### src/hdl/flhs_pkg.sv
`timescale 1ns / 1ps
`default_nettype none

package flhs_pkg;

	localparam int FALL_N = 11;
	localparam int RISE_N = 9;

	localparam logic [15:0] FALL_LIMIT [FALL_N] = '{
		16'h3700, 16'h374a, 16'h3800, 16'h3900, 16'h3a4a, 16'h3ad3,
		16'h3b3c, 16'h3b94, 16'h3be3, 16'h3c29, 16'hffff
	};
	localparam logic [3:0] FALL_LEVEL [FALL_N] = '{
		4'd11, 4'd6, 4'd7, 4'd8, 4'd7, 4'd6, 4'd5, 4'd4, 4'd3, 4'd2, 4'd1
	};
	localparam logic [15:0] RISE_LIMIT [RISE_N] = '{
		16'h0000, 16'h3900, 16'h3a4a, 16'h3ad3, 16'h3b3c,
		16'h3b94, 16'h3be3, 16'h3c29, 16'hffff
	};
	localparam logic [3:0] RISE_LEVEL [RISE_N] = '{
		4'd11, 4'd8, 4'd7, 4'd6, 4'd5, 4'd4, 4'd3, 4'd2, 4'd1
	};

	localparam logic [3:0] FALL_RESET = 4'd1;
	localparam logic [2:0] RISE_RESET = 3'd1;

	typedef struct packed {
		logic [3:0] fall_band;
		logic [2:0] rise_band;
	} bands_t;

	typedef struct packed {
		logic       chosen;
		logic [3:0] setting;
		logic [6:0] ctrl_byte;
		logic       by_rise;
	} result_t;

endpackage

`default_nettype wire

### src/hdl/fan_level_hysteresis_selector.sv
`timescale 1ns / 1ps
`default_nettype none

// Fan level selector with two-band hysteresis.
//
// Input channel: in_valid / in_stall carry one item per poll: temp_reading
// (8.8 fixed point, unsigned) and reading_valid. An item with reading_valid
// low is accepted and dropped without touching the band state.
// Output channel: out_valid / out_stall carry fan_level, fan_control_byte
// and chosen_by_rise, only for items that select a new setting.
//
// Timing: an accepted item is registered at the accepting edge, the band
// compare runs combinationally on it, and its result lands in the output
// register at an edge when the output is free. Throughput: one item per
// cycle through the single compare stage, unless a chosen result is stalled.
//
// Reset (arst_n low) clears both registers' valid flags and sets the
// falling and rising bands to 1.
// When the receiver stalls with a result waiting, the staged item holds only
// if it would produce a result too; items that produce nothing still drain.
module fan_level_hysteresis_selector (
	input  wire logic        clk,
	input  wire logic        arst_n,
	input  wire logic        in_valid,
	output logic             in_stall,
	input  wire logic [15:0] temp_reading,
	input  wire logic        reading_valid,
	output logic             out_valid,
	input  wire logic        out_stall,
	output logic [3:0]       fan_level,
	output logic [6:0]       fan_control_byte,
	output logic             chosen_by_rise
);

	// input stage
	logic             valid_s1;
	logic [15:0]      temp_s1;
	logic             rd_ok_s1;

	// band state
	flhs_pkg::bands_t bands_q;
	flhs_pkg::bands_t next_bands;
	flhs_pkg::result_t result;

	logic out_free;
	logic advance;

	flhs_band_eval u_eval (
		.temp_reading  (temp_s1),
		.reading_valid (rd_ok_s1),
		.cur_bands     (bands_q),
		.next_bands    (next_bands),
		.result        (result)
	);

	assign out_free = !out_valid || !out_stall;
	// staged item leaves unless it needs the output slot and that is busy
	assign advance  = valid_s1 && (!result.chosen || out_free);
	assign in_stall = valid_s1 && !advance;

	always_ff @(posedge clk or negedge arst_n) begin
		if (!arst_n) begin
			valid_s1 <= 1'b0;
		end else if (!in_stall) begin
			valid_s1 <= in_valid;
		end
	end

	always_ff @(posedge clk) begin
		if (!in_stall && in_valid) begin
			temp_s1  <= temp_reading;
			rd_ok_s1 <= reading_valid;
		end
	end

	// both bands are stored on every valid read
	always_ff @(posedge clk or negedge arst_n) begin
		if (!arst_n) begin
			bands_q.fall_band <= flhs_pkg::FALL_RESET;
			bands_q.rise_band <= flhs_pkg::RISE_RESET;
		end else if (advance && rd_ok_s1) begin
			bands_q <= next_bands;
		end
	end

	always_ff @(posedge clk or negedge arst_n) begin
		if (!arst_n) begin
			out_valid <= 1'b0;
		end else if (out_free) begin
			out_valid <= advance && result.chosen;
		end
	end

	always_ff @(posedge clk) begin
		if (out_free && advance && result.chosen) begin
			fan_level        <= result.setting;
			fan_control_byte <= result.ctrl_byte;
			chosen_by_rise   <= result.by_rise;
		end
	end

endmodule

`default_nettype wire

### src/hdl/flhs_band_eval.sv
`timescale 1ns / 1ps
`default_nettype none

// Band lookup and hysteresis decision for one reading.
module flhs_band_eval (
	input  wire logic [15:0]     temp_reading,
	input  wire logic            reading_valid,
	input  wire flhs_pkg::bands_t cur_bands,
	output flhs_pkg::bands_t     next_bands,
	output flhs_pkg::result_t    result
);

	logic [15:0] rise_temp;
	logic [3:0]  fi;
	logic [2:0]  ri;
	logic        fall_hit;
	logic        rise_hit;
	logic [3:0]  level;

	// both tables ascend, so the scan index is a count of passed limits
	always_comb begin
		rise_temp = {temp_reading[15:1], 1'b0};
		fi = '0;
		for (int i = 0; i < flhs_pkg::FALL_N - 1; i++) begin
			if (temp_reading > flhs_pkg::FALL_LIMIT[i]) begin
				fi = fi + 4'd1;
			end
		end
		ri = '0;
		for (int j = 1; j < flhs_pkg::RISE_N - 1; j++) begin
			if (rise_temp >= flhs_pkg::RISE_LIMIT[j]) begin
				ri = ri + 3'd1;
			end
		end
	end

	always_comb begin
		fall_hit = fi < cur_bands.fall_band;
		rise_hit = cur_bands.rise_band < ri;
		// rise overrides fall
		level = rise_hit ? flhs_pkg::RISE_LEVEL[{1'b0, ri}] : flhs_pkg::FALL_LEVEL[fi];

		next_bands.fall_band = fi;
		next_bands.rise_band = ri;

		result.chosen    = reading_valid & (fall_hit | rise_hit);
		result.setting   = level;
		result.ctrl_byte = {level, 3'b111};
		result.by_rise   = rise_hit;
	end

endmodule

`default_nettype wire

### config.mk
export PLATFORM = sky130hd
export DESIGN_NAME = fan_level_hysteresis_selector
export DESIGN_NICKNAME = d
export VERILOG_FILES = /design/src/hdl/flhs_pkg.sv /design/src/hdl/fan_level_hysteresis_selector.sv /design/src/hdl/flhs_band_eval.sv
export SDC_FILE = /design/constraint.sdc
export NUM_CORES = 1
export LEC_CHECK = 0
export BUFFER_PORTS_ARGS = -buffer_cell sky130_fd_sc_hd__buf_2
export CAP_MARGIN = 20
export CORE_UTILIZATION = 40
export DETAILED_ROUTE_END_ITERATION = 10
export GPL_ROUTABILITY_DRIVEN = 0
export GPL_TIMING_DRIVEN = 0
export PLACE_DENSITY = 0.56
export RECOVER_POWER = 50
export SYNTH_ARGS = -nofsm -noshare
export SYNTH_HDL_FRONTEND = slang
export SYNTH_SLANG_ARGS = --single-unit
### constraint.sdc
create_clock -name clk -period 9.5 [get_ports clk]
set_clock_uncertainty 0.15 [all_clocks]
set_input_delay 0.475 -clock clk [delete_from_list [all_inputs] [get_ports clk]]
set_output_delay 0.475 -clock clk [all_outputs]
set_load 0.02 [all_outputs]
**Word level (Yosys, flattened, before mapping)**

Memories as Yosys holds them, arrays and structs flattened.
Cells that the tools add are included.
Widths: inputs -> output; s select.

- Add/subtract/negate cells: 15
- Order comparisons: 21
- Muxes and demuxes: 22
- Bitwise gates (word level): 4
- Reduce and logical (&&, ||, !) cells: 14

Operator list:

| cell | number |
|---|---|
| $gt 16x14->1 const B | 10 |
| $ge 16x14->1 const B | 7 |
| $mux 4 | 14 |
| $add 4x1->4 const B | 8 |
| $mux 3 | 6 |
| $add 3x1->3 const B | 5 |
| $ge 5x5->1 const B | 2 |
| $logic_and 1x1->1 | 7 |
| $logic_not 1->1 | 5 |
| $not 3->5 | 1 |
| $not 4->5 | 1 |
| $add 1x1->2 const B | 2 |
| $lt 4x4->1 | 1 |
| $lt 3x3->1 | 1 |
| $logic_or 1x1->1 | 2 |
| $mux 1 | 2 |
| $and 1x1->1 | 1 |
| $or 1x1->1 | 1 |

- Register bits after elaboration: 31
- Bits in read-only memories: 128
- Bits of input ports: 21
- Output and inout port bits: 14
- Memories: 2

Memories:

| name | words | width | read ports | clocked after Yosys merged registers in | write ports | RTL line | RTL |
|---|---|---|---|---|---|---|---|
| (name not given) | 16 | 4 | 1 | 0 | 0 | flhs_band_eval.sv:41 | `level = rise_hit ? flhs_pkg::RISE_LEVEL[{1'b0, ri}] : flhs_pkg::FALL_LEVEL[fi];` |
| (name not given) | 16 | 4 | 1 | 0 | 0 | flhs_band_eval.sv:41 |  |

**Longest topological paths before layout**

- Word-level depth: 30
- Mapped depth: 39
- Gate-level depth less buffers: 38

**Hierarchy**

From an unflattened synthesis, not the netlist that was laid out.

- Cell total of the unflattened synthesis: 307
- Area, all modules: 3168.0 um2

By module, submodules not included:

| module | instances | cells an instance | area each (um2) | seq. area each (um2) |
|---|---|---|---|---|
| flhs_band_eval | 1 | 252 | 1926.8 | 0.0 |
| fan_level_hysteresis_selector | 1 | 55 | 1241.2 | 1098.6 |

**Worst setup path after synthesis**

OpenSTA, ideal clock, no wires.

- Path kind: register to output
- Start: register temp_s1[15]
- End: output in_stall
- Arrival: 7.546 ns
- Setup slack: 1.329 ns
- Stages on the path, launching flop included: 39
- Cells stage by stage: edfxtp_1 > nand4bb_4 > nor4b_1 > a21oi_1 > a21o_1 > inv_1 > ha_1 > a21boi_0 > o21bai_1 > ha_1 > o22a_1 > ha_1 > inv_1 > nor2_1 > or2_2 > ha_1 > inv_1 > a21oi_1 > (+3 left out) > nand2_1 > ha_1 > nor2_1 > a21oi_1 > ha_1 > nand2b_1 > o31ai_1 > a21oi_1 > ha_1 > nand2b_1 > xor2_1 > xnor2_1 > ha_1 > o21a_1 > o21a_1 > o21bai_4 > nand3_1 > nor2_1

RTL lines:

| what | RTL line | RTL |
|---|---|---|
| start: declaration | fan_level_hysteresis_selector.sv:37 | `logic [15:0] temp_s1;` |
| start signal: assignment | fan_level_hysteresis_selector.sv:71 | `temp_s1 <= temp_reading;` |
| end: declaration | fan_level_hysteresis_selector.sv:25 | `output logic in_stall,` |

==> impl_metrics.tcl <==
set metrics [dict create \
    status "finished, final reports clean" \
    coreArea_um2 7370 \
    drt-total-wl_um 5840 \
    synth_xor_area_share_pct 13.1 \
    r2r-end "temp_s1[12]" \
    slew_violations 0 \
    path_clk_slew_ns 0.07 \
    clk_latency_ns 0.29 \
    cts_buffers 5 \
    ff2ff_setup_slack_ns 0.91 \
    fin_crit_ns 8.79 \
    ys_types 84 \
    synthTopCellsByArea "edfxtp_1 (21%), ha_1 (9.2%), dfrtp_1 (5.6%)" \
    max_freq_mhz 114 \
    start_util_pct 42.2 \
    drc 0 \
    port-buffer-count 31 \
    hold_violations 0 \
    arrival_ns 8.16 \
    vias 2219 \
    yosys_most_used_dff "edfxtp_1" \
    synth_top_cell_area_share_pct 21.2 \
    htree_num_levels 2 \
    min_from "reading_valid" \
    relSlewSlack_pct 36.4 \
    drive_gt1_share_pct 29.9 \
    final_cell_mix "nand2_1 (26), ha_1 (23), edfxtp_1 (22), buf_2 (20), inv_1 (17)" \
    ys_async_sr_fraction_pct 29.0 \
    grt.overflow.total 0 \
    cts_tree "built" \
    synth_cells 290 \
    syn_to_final_growth_pct 13.5 \
    final_common_cell "nand2_1" \
    clk_path_buf_depth 2 \
    hold_class "in -> reg" \
    synth_area_leader_cell "edfxtp_1" \
    reg2reg_depth 37 \
    grt_pass1_wl_um 10200 \
    slowest_delay_ns 0.50 \
    hold_end "rd_ok_s1" \
    yosys.area_share.simple_pct 22.0 \
    synth_warnings 0 \
    clkSinkCount 31 \
    ys_seq_area_share_pct 28.5 \
    nFillCells 685 \
    critPathMaxFanout 6 \
    initialDrtViolationCount 60 \
    die_area_um2 8140 \
    ant_nets 0 \
    n_antenna_cell 0 \
    endpoint_kind "primary output" \
    root_buffer "clkbuf_8" \
    place_hpwl_um 4560 \
    dieHeight_um 90.2 \
    cp_common_cell "ha_1" \
    synth_compound_area_share_pct 16.8 \
    crit_required_ns 8.88 \
    antenna_found_initial 0 \
    grt_usage_pct 15.5 \
    synth_seq_cells 31 \
    rsz0062_at_grt "no" \
    grt_max_degree 18 \
    setup_tns_ns 0 \
    drtPass1Iterations 4 \
    avgSynthCellArea_um2 10.7 \
    synthesis.area_um2 3110 \
    wl_per_cell_um 13.5 \
    path_class "reg -> out" \
    min_path_cells 1 \
    finalSetupViolations 0 \
    die_x_um 90.2 \
    worstMarginPinSlew_ns 0.946 \
    synth_top_family_by_area "simple AND/OR/NAND/NOR gates" \
    nNetsFinal 378 \
    r2r-start "temp_s1[15]" \
    synthAdderAreaFrac_pct 9.24 \
    grt_pass1_vias 2127 \
    boundaryPins 35 \
    fin_crit_sh_pct 92.5 \
    viasPerCell 5.11 \
    rows 31 \
    maxCapViolations 0 \
    slowest_stage "edfxtp_1" \
    critPathLaunchType "register" \
    synth_mux_area_share_pct 5.14 \
    synth_enable_flop_cells 22 \
]
[cells in the mapped netlist (all sizes together), types with 4 or more instances]
library cell / n
nand2: 28
ha: 23
edfxtp: 22
xnor2: 21
inv: 19
nor2: 16
a21oi: 13
buf: 10
mux2: 9
nor3: 8
o21ai: 8
xor2: 8
dfrtp: 7
nand2b: 7
nand4: 7
o21a: 7
nand3: 6
nor4b: 5
mux2i: 4
nand3b: 4
[registers in the layout (all words and copies together) (netlist names)]
signal / cells
fan_level: 4
chosen_by_rise: 1
bands_q: 7
valid_s1: 1
rd_ok_s1: 1
out_valid: 1
temp_s1: 16
[metrics by stage]
step / area [um2] / hold slack (ns) / utilization [%] / worst slack [ns] / cells
6_report: 3530 / 0.206 / 47.9 / 0.713 / 434
5_1_grt: 3530 / 0.194 / 47.9 / 0.0311 / 434
2_1_floorplan: 3120 / 0.0294 / - / 1.33 / 292
4_1_cts: 3500 / 0.199 / 47.5 / 0.0846 / 431
3_3_place_gp: 3400 / 0.201 / 46.1 / 0.411 / 422
3_5_place_dp: 3400 / 0.194 / 46.1 / 0.321 / 422
[layout make-up]
class / count / area (um2) / area share, %
flip-flops and latches: 31 / 888 / 25.2
inverters: 19 / 73.8 / 2.09
clock inverters: 1 / 5.00 / 0.142
multi-input cells: 231 / 2100 / 59.4
well taps: 99 / 124 / 3.51
clock buffers: 7 / 86.3 / 2.44
repair buffers: 35 / 174 / 4.92
plain buffers: 11 / 83.8 / 2.37
[routing by layer]
layer / wire length [um] / vias to the layer above / GRT usage [%]
li1: - / 1145 / -
met1: 2990 / 1024 / 21.7
met2: 2630 / 40 / 23.9
met3: 140 / 10 / 2.54
met4: 89 / 0 / 5.65
met5: 0 / - / 0
[worst max path at each step]
stage | depth (start not counted) | endpoint | start | slack, ns
3_3_place_gp | 38 | temp_s1[12] | temp_s1[15] | 0.41
6_report | 38 | in_stall | temp_s1[15] | 0.71
2_1_floorplan | 38 | in_stall | temp_s1[15] | 1.33
3_5_place_dp | 38 | temp_s1[13] | temp_s1[15] | 0.32
4_1_cts | 39 | in_stall | temp_s1[15] | 0.08
5_1_grt | 39 | in_stall | temp_s1[15] | 0.03
[cell families after synthesis]
group	after synthesis
DFF	31
buffers and inverters	30
AOI/OAI and AO/OA	59
muxes	13
adders and majority gates	23
and+or+nand+nor	102
xor gates and xnor gates	31
other	1
[critical path, delay by kind of cell, from the launching register on]
family | cells | cell delay, ns
flip-flops | 1 | 0.50
AO/OA/AOI/OAI | 14 | 2.34
multiplexers | 1 | 0.29
buffers and inverters | 4 | 0.39
adder cells (fa/ha/maj) | 9 | 2.47
AND/OR/NAND/NOR | 10 | 1.90
[what timing repair did]
item	in CTS	in global routing
resized for setup	0	3
hold buffers	1	0
setup endpoints to repair	0	26
hold endpoints to repair	7	0
setup buffers	0	3
Power is not shown: default switching activity piles up to over one toggle a cycle in this logic, so the estimate is an artifact.
